`config.mk`:
```
export PLATFORM = sky130hd
export DESIGN_NAME = dfa_token_classifier_unit
export DESIGN_NICKNAME = d
export VERILOG_FILES = /design/src/rtl/dtc_pkg.sv /design/src/rtl/dfa_token_classifier_unit.sv
export SDC_FILE = /design/constraint.sdc
export NUM_CORES = 1
export LEC_CHECK = 0
export ABC_CLOCK_PERIOD_IN_PS = 4300
export BUFFER_PORTS_ARGS = -buffer_cell sky130_fd_sc_hd__buf_2
export CAP_MARGIN = 20
export CORE_UTILIZATION = 40
export DETAILED_ROUTE_END_ITERATION = 16
export PLACE_DENSITY = 0.58
export SLEW_MARGIN = 20
export SYNTH_ARGS = -nofsm -noshare
export SYNTH_HDL_FRONTEND = slang
export SYNTH_SLANG_ARGS = --single-unit
```
`constraint.sdc`:
```
create_clock -name clk_i -period 4.3 [get_ports clk_i]
set_clock_uncertainty 0.05 [all_clocks]
set_input_delay 0 -clock clk_i [delete_from_list [all_inputs] [get_ports clk_i]]
set_output_delay 0 -clock clk_i [all_outputs]
set_load 0.01 [all_outputs]
```
`src/rtl/dtc_pkg.sv`:
```
// Package for the token classifier: character classes, automaton states, token kinds,
// keyword patterns and the transition function of the lexing automaton.
// Depends on nothing; used by dfa_token_classifier_unit.
package dtc_pkg;

  // Character classes seen by the automaton.
  typedef enum logic [2:0] {
    CL_LETTER = 3'd0,
    CL_DIGIT  = 3'd1,
    CL_GT     = 3'd2,
    CL_LT     = 3'd3,
    CL_EQ     = 3'd4,
    CL_ARITH  = 3'd5,
    CL_SPACE  = 3'd6,
    CL_OTHER  = 3'd7
  } char_class_e;

  // Automaton states, one-hot.
  typedef enum logic [8:0] {
    ST_START  = 9'b000000001,
    ST_IDENT  = 9'b000000010,
    ST_CONST  = 9'b000000100,
    ST_GT     = 9'b000001000,
    ST_ASSIGN = 9'b000010000,
    ST_ARITH  = 9'b000100000,
    ST_LT     = 9'b001000000,
    ST_EQEQ   = 9'b010000000,
    ST_ERROR  = 9'b100000000
  } state_e;

  // Token kinds as they appear on the result port.
  typedef enum logic [3:0] {
    KIND_FOR      = 4'd0,
    KIND_TO       = 4'd1,
    KIND_NEXT     = 4'd2,
    KIND_AND      = 4'd3,
    KIND_OR       = 4'd4,
    KIND_RELATION = 4'd5,
    KIND_ASSIGN   = 4'd6,
    KIND_ARITH    = 4'd7,
    KIND_IDENT    = 4'd8,
    KIND_CONST    = 4'd9,
    KIND_ERROR    = 4'd10
  } token_kind_e;

  // One step of the automaton: whether the open token finishes, whether the
  // current character then opens a new token, and the state otherwise taken.
  typedef struct packed {
    logic   finish;
    logic   restart;
    state_e nxt;
  } step_t;

  // First four bytes of a keyword, first byte in the low byte.
  localparam logic [31:0] KW_FOR  = 32'h0072_6F66;
  localparam logic [31:0] KW_TO   = 32'h0000_6F74;
  localparam logic [31:0] KW_NEXT = 32'h7478_656E;
  localparam logic [31:0] KW_AND  = 32'h0064_6E61;
  localparam logic [31:0] KW_OR   = 32'h0000_726F;

  localparam logic [7:0] MAX_ID_LEN_RESET = 8'd255;
  localparam logic [15:0] OUT_SAT         = 16'hFFFF;

  function automatic char_class_e char_class(logic [7:0] c);
    char_class_e cls;
    if (c inside {[8'd65:8'd90], [8'd97:8'd122]}) begin
      cls = CL_LETTER;
    end else if (c inside {[8'h30:8'h39]}) begin
      cls = CL_DIGIT;
    end else if (c == 8'h3E) begin
      cls = CL_GT;
    end else if (c == 8'h3C) begin
      cls = CL_LT;
    end else if (c == 8'h3D) begin
      cls = CL_EQ;
    end else if (c inside {8'h2B, 8'h2D, 8'h2A, 8'h2F}) begin
      cls = CL_ARITH;
    end else if (c inside {8'h20, 8'h09, 8'h0A, 8'h0D}) begin
      cls = CL_SPACE;
    end else begin
      cls = CL_OTHER;
    end
    return cls;
  endfunction

  // Transition of the automaton. In the start state the result gives the state
  // that a new token opens in; whitespace there is handled by the caller.
  function automatic step_t dfa_step(state_e st, char_class_e cls);
    step_t r;
    r.finish  = 1'b0;
    r.restart = 1'b0;
    r.nxt     = st;
    if (cls == CL_SPACE) begin
      r.finish = 1'b1;
    end else if (cls == CL_OTHER) begin
      r.nxt = ST_ERROR;
    end else begin
      case (st)
        ST_START: begin
          case (cls)
            CL_LETTER: r.nxt = ST_IDENT;
            CL_DIGIT:  r.nxt = ST_CONST;
            CL_GT:     r.nxt = ST_GT;
            CL_LT:     r.nxt = ST_LT;
            CL_EQ:     r.nxt = ST_ASSIGN;
            CL_ARITH:  r.nxt = ST_ARITH;
            default:   r.nxt = ST_ERROR;
          endcase
        end
        ST_IDENT: begin
          if (cls != CL_LETTER && cls != CL_DIGIT) begin
            r.finish  = 1'b1;
            r.restart = 1'b1;
          end
        end
        ST_CONST: begin
          if (cls == CL_LETTER) begin
            r.nxt = ST_ERROR;
          end else if (cls != CL_DIGIT) begin
            r.finish  = 1'b1;
            r.restart = 1'b1;
          end
        end
        ST_LT: begin
          if (cls == CL_GT) begin
            r.nxt = ST_GT;
          end else begin
            r.finish  = 1'b1;
            r.restart = 1'b1;
          end
        end
        ST_ASSIGN: begin
          if (cls == CL_EQ) begin
            r.nxt = ST_EQEQ;
          end else begin
            r.finish  = 1'b1;
            r.restart = 1'b1;
          end
        end
        ST_ERROR: begin
          r.nxt = ST_ERROR;
        end
        default: begin
          r.finish  = 1'b1;
          r.restart = 1'b1;
        end
      endcase
    end
    return r;
  endfunction

endpackage

```
`src/rtl/dfa_token_classifier_unit.sv`:
```
// Token classifier top level: input register, lexing automaton, result register and
// the configuration port. Depends on dtc_pkg for classes, states, kinds and transitions.
//
// This block lexes a byte stream one character per transfer and reports each finished
// token as one result transfer carrying its kind, start offset and length. It sustains
// one character per clock cycle while the output is not stalled; the character that ends
// a token is held in the input register and the token is then written to the result
// register. Whitespace ends a token and is otherwise skipped; an operator or other
// character that cannot extend the open token finishes it and opens the next one, but an
// unclassified character, or a letter after a constant, turns it into an error token.
// Because a token is only reported once a later character ends it, the text should end
// in whitespace, otherwise its last token stays open. Offsets and lengths count in
// OFFSET_WIDTH-bit saturating counters and are clipped to 16 bits on output.
// The maximum identifier length register sits at byte address 0 and resets to 255;
// longer identifiers are reported as error tokens. It should only be written while no
// characters are in flight. Both channels move data when valid is high and stall low.
module dfa_token_classifier_unit #(
  parameter int OFFSET_WIDTH = 16
) (
  input  logic        clk_i,
  input  logic        rst_ni,
  // character input
  input  logic        in_valid_i,
  output logic        in_stall_o,
  input  logic [7:0]  char_code_i,
  // token output
  output logic        out_valid_o,
  input  logic        out_stall_i,
  output logic [3:0]  token_kind_o,
  output logic [15:0] token_start_o,
  output logic [15:0] token_length_o,
  // configuration port
  input  logic        psel,
  input  logic        penable,
  input  logic        pwrite,
  input  logic [2:0]  paddr,
  input  logic [31:0] pwdata,
  output logic [31:0] prdata,
  output logic        pready
);

  localparam logic [OFFSET_WIDTH-1:0] CNT_MAX = {OFFSET_WIDTH{1'b1}};

  // Input register.
  logic       in_valid_q, in_valid_d;
  logic [7:0] char_q, char_d;

  // Automaton state and counters.
  dtc_pkg::state_e         state_q, state_d;
  logic [OFFSET_WIDTH-1:0] byte_offset_q, byte_offset_d;
  logic [OFFSET_WIDTH-1:0] start_offset_q, start_offset_d;
  logic [OFFSET_WIDTH-1:0] run_length_q, run_length_d;
  logic [31:0]             kw_prefix_q, kw_prefix_d;

  // Configuration.
  logic [7:0] max_id_len_q, max_id_len_d;

  // Result register.
  logic        out_valid_q, out_valid_d;
  logic [3:0]  kind_q, kind_d;
  logic [15:0] start_q, start_d;
  logic [15:0] length_q, length_d;

  logic                  out_free;
  logic                  process;
  logic                  emit;
  dtc_pkg::char_class_e  cls;
  dtc_pkg::step_t        step;
  dtc_pkg::step_t        open_step;
  dtc_pkg::state_e       open_state;
  dtc_pkg::token_kind_e  kind;
  logic                  cfg_write;

  // The result register can take a new value when it is empty or being drained. The
  // character held in the input register is processed whenever that is so, whether or
  // not it finishes a token, which keeps the state update in step with the output.
  assign out_free   = !out_valid_q || !out_stall_i;
  assign process    = in_valid_q && out_free;
  assign in_stall_o = in_valid_q && !out_free;

  assign cls        = dtc_pkg::char_class(char_q);
  assign step       = dtc_pkg::dfa_step(state_q, cls);
  assign open_step  = dtc_pkg::dfa_step(dtc_pkg::ST_START, cls);
  assign open_state = open_step.nxt;

  // Kind of the token that is open now, as reported if this character finishes it.
  // Only an identifier can be a keyword; an over-long identifier is an error.
  always_comb begin
    case (state_q)
      dtc_pkg::ST_IDENT: begin
        if (run_length_q > OFFSET_WIDTH'(max_id_len_q)) begin
          kind = dtc_pkg::KIND_ERROR;
        end else if (run_length_q == OFFSET_WIDTH'(3) && kw_prefix_q == dtc_pkg::KW_FOR) begin
          kind = dtc_pkg::KIND_FOR;
        end else if (run_length_q == OFFSET_WIDTH'(2) && kw_prefix_q == dtc_pkg::KW_TO) begin
          kind = dtc_pkg::KIND_TO;
        end else if (run_length_q == OFFSET_WIDTH'(4) && kw_prefix_q == dtc_pkg::KW_NEXT) begin
          kind = dtc_pkg::KIND_NEXT;
        end else if (run_length_q == OFFSET_WIDTH'(3) && kw_prefix_q == dtc_pkg::KW_AND) begin
          kind = dtc_pkg::KIND_AND;
        end else if (run_length_q == OFFSET_WIDTH'(2) && kw_prefix_q == dtc_pkg::KW_OR) begin
          kind = dtc_pkg::KIND_OR;
        end else begin
          kind = dtc_pkg::KIND_IDENT;
        end
      end
      dtc_pkg::ST_CONST:  kind = dtc_pkg::KIND_CONST;
      dtc_pkg::ST_GT:     kind = dtc_pkg::KIND_RELATION;
      dtc_pkg::ST_LT:     kind = dtc_pkg::KIND_RELATION;
      dtc_pkg::ST_EQEQ:   kind = dtc_pkg::KIND_RELATION;
      dtc_pkg::ST_ASSIGN: kind = dtc_pkg::KIND_ASSIGN;
      dtc_pkg::ST_ARITH:  kind = dtc_pkg::KIND_ARITH;
      default:            kind = dtc_pkg::KIND_ERROR;
    endcase
  end

  // Automaton update for the character in the input register.
  always_comb begin
    state_d        = state_q;
    byte_offset_d  = byte_offset_q;
    start_offset_d = start_offset_q;
    run_length_d   = run_length_q;
    kw_prefix_d    = kw_prefix_q;
    emit           = 1'b0;
    if (process) begin
      if (byte_offset_q != CNT_MAX) begin
        byte_offset_d = byte_offset_q + OFFSET_WIDTH'(1);
      end
      if (state_q == dtc_pkg::ST_START) begin
        // Between tokens: whitespace is skipped, anything else opens a token.
        if (cls != dtc_pkg::CL_SPACE) begin
          start_offset_d = byte_offset_q;
          run_length_d   = OFFSET_WIDTH'(1);
          kw_prefix_d    = {24'b0, char_q};
          state_d        = open_state;
        end
      end else if (step.finish) begin
        emit    = 1'b1;
        state_d = dtc_pkg::ST_START;
        if (step.restart) begin
          // The character that ended the token is the first of the next one.
          start_offset_d = byte_offset_q;
          run_length_d   = OFFSET_WIDTH'(1);
          kw_prefix_d    = {24'b0, char_q};
          state_d        = open_state;
        end
      end else begin
        // The first four characters are kept for the keyword compare.
        if (run_length_q < OFFSET_WIDTH'(4)) begin
          kw_prefix_d = kw_prefix_q | ({24'b0, char_q} << {run_length_q[1:0], 3'b000});
        end
        if (run_length_q != CNT_MAX) begin
          run_length_d = run_length_q + OFFSET_WIDTH'(1);
        end
        state_d = step.nxt;
      end
    end
  end

  // Input register takes a new character whenever it is not held.
  always_comb begin
    in_valid_d = in_valid_q;
    char_d     = char_q;
    if (!in_stall_o) begin
      in_valid_d = in_valid_i;
      char_d     = char_code_i;
    end
  end

  // Result register; offsets and lengths wider than the port are clipped.
  always_comb begin
    out_valid_d = out_valid_q;
    kind_d      = kind_q;
    start_d     = start_q;
    length_d    = length_q;
    if (out_free) begin
      out_valid_d = emit;
    end
    if (emit) begin
      kind_d   = 4'(kind);
      start_d  = (start_offset_q > OFFSET_WIDTH'(dtc_pkg::OUT_SAT)) ?
                 dtc_pkg::OUT_SAT : 16'(start_offset_q);
      length_d = (run_length_q > OFFSET_WIDTH'(dtc_pkg::OUT_SAT)) ?
                 dtc_pkg::OUT_SAT : 16'(run_length_q);
    end
  end

  // Configuration port: one register at byte address 0, no wait states.
  assign cfg_write = psel && penable && pwrite && pready;
  assign pready    = 1'b1;
  assign prdata    = (paddr[2] == 1'b0) ? {24'b0, max_id_len_q} : 32'b0;

  always_comb begin
    max_id_len_d = max_id_len_q;
    if (cfg_write && paddr[2] == 1'b0) begin
      max_id_len_d = pwdata[7:0];
    end
  end

  always_ff @(posedge clk_i or negedge rst_ni) begin
    if (!rst_ni) begin
      in_valid_q     <= 1'b0;
      out_valid_q    <= 1'b0;
      state_q        <= dtc_pkg::ST_START;
      byte_offset_q  <= '0;
      start_offset_q <= '0;
      run_length_q   <= '0;
      kw_prefix_q    <= '0;
      max_id_len_q   <= dtc_pkg::MAX_ID_LEN_RESET;
    end else begin
      in_valid_q     <= in_valid_d;
      out_valid_q    <= out_valid_d;
      state_q        <= state_d;
      byte_offset_q  <= byte_offset_d;
      start_offset_q <= start_offset_d;
      run_length_q   <= run_length_d;
      kw_prefix_q    <= kw_prefix_d;
      max_id_len_q   <= max_id_len_d;
    end
  end

  always_ff @(posedge clk_i) begin
    char_q   <= char_d;
    kind_q   <= kind_d;
    start_q  <= start_d;
    length_q <= length_d;
  end

  assign out_valid_o    = out_valid_q;
  assign token_kind_o   = kind_q;
  assign token_start_o  = start_q;
  assign token_length_o = length_q;

endmodule

```
# Word level (Yosys, flattened, before mapping)
# Index checks and enable logic that the tools add are counted.
dict set report classes {
  addsub 2
  n_lt_le_gt_ge 10
  bitwise 2
  reduce_logical 35
  eq_ne 45
  shift 1
  muxes 53
}
# operator count
set ops {}
lappend ops {{$mux W32} 5}
lappend ops {{$mux W16} 9}
lappend ops {{$mux W9} 10}
lappend ops {{$eq A32 B15 Y1 const B} 2}
lappend ops {{$eq A32 B23 Y1 const B} 2}
lappend ops {{$eq A8 B6 Y1 const B} 8}
lappend ops {{$pmux W9 S6} 1}
lappend ops {{$pmux W9 S5} 1}
lappend ops {{$add A16 B1 Y16 const B} 2}
lappend ops {{$eq A16 B2 Y1 const B} 2}
lappend ops {{$eq A32 B31 Y1 const B} 1}
lappend ops {{$gt A16 B16 Y1 const B} 2}
lappend ops {{$ne A16 B16 Y1 const B} 2}
lappend ops {{$or A32 B32 Y32} 1}
lappend ops {{$shl A8 B5 Y32} 1}
lappend ops {{$eq A8 B4 Y1 const B} 3}
lappend ops {{$mux W4} 6}
lappend ops {{$pmux W4 S5} 1}
lappend ops {{$eq A16 B3 Y1 const B} 1}
lappend ops {{$ge A8 B7 Y1 const B} 2}
lappend ops {{$gt A16 B8 Y1} 1}
lappend ops {{$le A8 B7 Y1 const B} 2}
lappend ops {{$lt A16 B3 Y1 const B} 1}
lappend ops {{$mux W2} 8}
lappend ops {{other kinds (38)} 74}
dict set report word_totals {
  out_inout_bits 71
  regBits 143
  elab_cells 160
}

# Longest topological paths before layout
dict set report logic_depth {
  ltp_word 18
  depth_mapped 10
  depth_no_buf 9
}

# Least setup slack after synthesis
# No wires, ideal clock.
dict set report synth_timing {
  path_kind {reg2reg}
  startpoint {register state_q[6]}
  endpoint {register kind_q[0] (netlist: token_kind_o[0]) (enable)}
  required_time_ns 3.852
  period_less_slack_ns 3.140
  t_arrival_ns 2.692
  setup_slack_ns 1.160
  stages_incl_launch_ff 7
  cell_sequence {dfrtp_1 -> clkbuf_1 -> or4_1 -> nand3b_1 -> o221a_2 -> o21ai_0 -> and3_1}
}
dict set report synth_between {
  elab_chain_len 8
  word_cells_on_any_way 13
  classes_between {eq/ne: 6; mux: 6; reduce/logical: 1}
}
# item line
set synth_lines {}
lappend synth_lines {{start: declaration} dfa_token_classifier_unit.sv:49} ;# dtc_pkg::state_e state_q, state_d;
lappend synth_lines {{start signal: assignment} dfa_token_classifier_unit.sv:204} ;# state_q <= dtc_pkg::ST_START;
lappend synth_lines {{start signal: assignment} dfa_token_classifier_unit.sv:213} ;# state_q <= state_d;
lappend synth_lines {{$eq A9 B1 Y1 or $eq A9 B9 Y1 (tied branches)} {dtc_pkg.sv:98, dfa_token_classifier_unit.sv:129}}
lappend synth_lines {{$reduce_or A2 Y1 (no source line)} -}
lappend synth_lines {{$pmux W2 S5} dtc_pkg.sv:98} ;# case (st)
lappend synth_lines {{$mux W2} dtc_pkg.sv:95} ;# end else if (cls == CL_OTHER) begin
lappend synth_lines {{$mux W1} dtc_pkg.sv:93} ;# if (cls == CL_SPACE) begin
lappend synth_lines {{$mux W1} dfa_token_classifier_unit.sv:137} ;# end else if (step.finish) begin
lappend synth_lines {{$mux W1 (*)} dfa_token_classifier_unit.sv:129} ;# if (state_q == dtc_pkg::ST_START) begin
lappend synth_lines {{$mux W1 (*)} dfa_token_classifier_unit.sv:125} ;# if (process) begin
lappend synth_lines {{via emit} dfa_token_classifier_unit.sv:66} ;# logic emit;
lappend synth_lines {{end signal: assignment} dfa_token_classifier_unit.sv:224} ;# kind_q <= kind_d;
lappend synth_lines {{end: declaration} dfa_token_classifier_unit.sv:60} ;# logic [3:0] kind_q, kind_d;
# Mark *: on every way through the listed nets, which the timed path passes. The rest lies on a longest branch.
# A chain may end at the register's enable or synchronous reset.

# Final worst setup path
dict set report layout_timing {
  startpoint {register state_q[2]}
  endpoint {register start_offset_q[15]}
}
dict set report layout_between {
  elab_chain_len 7
  word_cells_on_any_way 16
  classes_between {eq/ne: 7; mux: 5; reduce/logical: 4}
}
# item line
set layout_lines {}
lappend layout_lines {{$eq A9 B1 Y1 or $eq A9 B9 Y1 (tied branches)} {dtc_pkg.sv:98, dfa_token_classifier_unit.sv:129}}
lappend layout_lines {{$reduce_or A2 Y1 (no source line)} -}
lappend layout_lines {{$pmux W2 S5} dtc_pkg.sv:98}
lappend layout_lines {{$mux W2} dtc_pkg.sv:95}
lappend layout_lines {{$mux W1 or $mux W10 (tied branches)} dtc_pkg.sv:93}
lappend layout_lines {{$reduce_bool A2 Y1 (no source line)} -}
lappend layout_lines {{$reduce_and A4 Y1 (no source line)} -}
lappend layout_lines {{end signal: assignment} dfa_token_classifier_unit.sv:215} ;# start_offset_q <= start_offset_d;
lappend layout_lines {{end: declaration} dfa_token_classifier_unit.sv:51} ;# logic [OFFSET_WIDTH-1:0] start_offset_q, start_offset_d;
# Parallel ways exist; a longest one is shown, timed or not. The select of a mux whose other input is x is not followed.

==> reports/qor.txt <==
num rows - 47
Crit path arrival time - 3.47 ns
Die Ht - 132.5 microns
adder-cell share of the synthesized area - 2.203%
Vias/cell - 5.185
CTS H-tree depth - 4
Buf/Inv on CP - 0
Synth cell types - 64
max-cap violation count - 0
clock sink total - 143
commonest non-fill, non-tap cell in the layout - dfrtp_1
total grt overflow - 0
Starting Density - 41.10%
Pwr Density - 555.9 mW/mm^2
Place WS - 1.159 ns
Async SR Flop Fraction - 69.23%
mux contribution to synthesized area - 5.728%
crit start category - flip-flop
placed wire-length estimate - 10.18 mm
RSZ-0062 raised after global routing - false
drt pass-1 iters - 5
Setup WS post-layout - 1.095 ns
setup TNS - 0 ns
dpl cells - 868
final instance area - 0.008079 sq mm
most frequent cells in the layout - dfrtp_1 (90), buf_2 (68), nor2_1 (66)
post-CTS sizing - 0
WL/cell - 16.16 microns
CTS Buf Count - 17
WL final - 14.85 mm
Core Area - 0.01658 sq mm
post-route ant nets - 0
P&R area growth vs syn - 18.54%
Tot Pwr - 4.491 mW
final net count - 748
clock buffer depth - 2
critical path cell sequence - nor4_1 -> nand2_1 -> a221oi_2 -> o221a_2 -> o21ai_4 -> nand2_2 -> mux2_2
largest net degree at the start of global routing - 52
Tcrit/Tclk final - 74.53%
share of cells above drive strength 1 - 23.46%
Post-Synthesis Cells - 597
YS warnings - 0
post-synthesis sequential area ratio - 55.90%
Ant. Diodes - 0
Worst Path Required - 4.57 ns
vias - 4765
worst-margin pin slew - 0.6747 ns
Leak - 3.600 nW
slowest cell on the critical path - nor4_1
Die Width - 132.5 microns
simple-gate area share of the yosys netlist - 17.88%
PortBufs - 69
final core occ - 48.72%
clock latency on the worst-skew pair - 0.43 ns
Slew Viols, Final - 0
number of synthesized flops with an enable pin - 44
largest family of logic cells by synthesized area - simple AND/OR/NAND/NOR gates
Achievable Freq - 0.3120 GHz
vias in the first global route - 4848
synthesized cell area - 0.006815 sq mm
Filler cells - 1498
GP Congestion - 0.8782
Synth Area in XOR/XNOR - 4.369%
initial antenna violation count - 0
CTS root buf - clkbuf_16
first-pass GRT wire length - 25.07 mm
status - completed
CP top delay family - simple AND/OR/NAND/NOR gates
max_slew headroom - 54.68%
Yosys reg bits - 143
VDD IR max - 0.0003195 V
Fin. Hold Viols - 0
WS Path Type - reg -> reg
Area after DPL - 0.007282 sq mm
Layout Cells excl Fill - 919
TritonCTS clock tree - built
CP Capture Type - flip-flop
Critical Path Max Stage Delay - 0.53 ns
hold slack - 0.1049 ns
main flop type after synthesis - dfrtp_1
Total GRT Usage - 18.13%
DRC viols - 0
Iteration-0 DRC Markers - 263
io pins - 121
endpoints failing setup - 0
die area - 0.01756 sq mm
Hold WC Path Type - in -> async
clock period minus worst slack - 3.205 ns
Worst Path Max Fanout - 24
post-synthesis compound-gate area fraction - 8.555%
setup slack, reg-to-reg - 1.10 ns
Syn Area/Cell - 11.42 sq um
Clock transition at path regs - 0.06 ns
where the power goes:
group | total [mW] | switching [mW] | leakage [nW] | internal, mW
Clock | 1.51 | 0.596 | 0.290 | 0.918
Sequential | 2.00 | 0.288 | 1.70 | 1.71
Combinational | 0.979 | 0.536 | 1.61 | 0.443
synthesized netlist by cell type, types with 12 or more instances:
master | n | share of area [%]
nor2_1 | 66 | 3.6
mux2_2 | 32 | 5.3
xor2_1 | 18 | 2.3
ha_1 | 12 | 2.2
nand3_1 | 15 | 1.1
dfrtp_1 | 90 | 33
edfxtp_1 | 44 | 19
inv_1 | 17 | 0.94
nor3_1 | 12 | 0.88
nand2_1 | 33 | 1.8
buf_4 | 30 | 3.3
nand4_1 | 16 | 1.5
xnor2_1 | 16 | 2.1
o21ai_0 | 13 | 0.95
a21oi_1 | 31 | 2.3
sequential cells by signal, summed over array words and instances, names as in the netlist, 4 cells and up:
name and cells:
kw_prefix_q 32, byte_offset_q 16, run_length_q 16, start_offset_q 16, token_length_o 16, token_start_o 16
state_q 9, char_q 8, max_id_len_q 8, token_kind_o 4
worst paths after layout:
check                             startpoint  cells past startpoint            endpoint
max                               state_q[2]                      7  start_offset_q[15]
min                                   rst_ni                      2   start_offset_q[1]
max reg2reg                       state_q[2]                      7  start_offset_q[15]
min reg2reg                start_offset_q[7]                      0    token_start_o[7]
max in group asynchronous             rst_ni                      3     kw_prefix_q[31]
min in group clk_i                    pwrite                      3     max_id_len_q[3]
worst register-to-register path, cell delays in order, from the launching register on:
cell and delay, ns:
dfrtp_1 0.48, nor4_1 0.53, nand2_1 0.24, a221oi_2 0.42
o221a_2 0.37, o21ai_4 0.12, nand2_2 0.49, mux2_2 0.41
area by class of cell:
class / count / area (sq um) / area share (%)
Timing Repair Buffer: 93 / 588.1 / 7.279
Multi-Input combinational cell: 414 / 2735 / 33.85
Clock inverter: 15 / 181.4 / 2.246
Inverter: 17 / 63.81 / 0.7898
Tap cell: 220 / 275.3 / 3.407
Clock buffer: 17 / 425.4 / 5.266
Sequential cell: 143 / 3810 / 47.16
cell families after synthesis:
| group | after synthesis |
|---|---|
| XOR/XNOR | 34 |
| AND/OR/NAND/NOR | 222 |
| buffers and inverters | 63 |
| flip-flops | 143 |
| multiplexers | 35 |
| adder cells (fa/ha/maj) | 12 |
| AO/OA/AOI/OAI | 86 |
| other | 2 |
metal layers:
layer  wire length, microns  track usage, %  part of all wire [%]
met1                   6937           24.05                    47
met2                   7192           29.15                    48
met3                    547           3.985                   3.7
met4                    172           6.641                   1.2
met5                      0               0                     0
repair_timing:
action                                 CTS  global route
endpoints found under the hold margin   66             0
setup buffers                            0             0
hold buffers                            19             0
No activity file was read; power rests on OpenSTA's default activity.
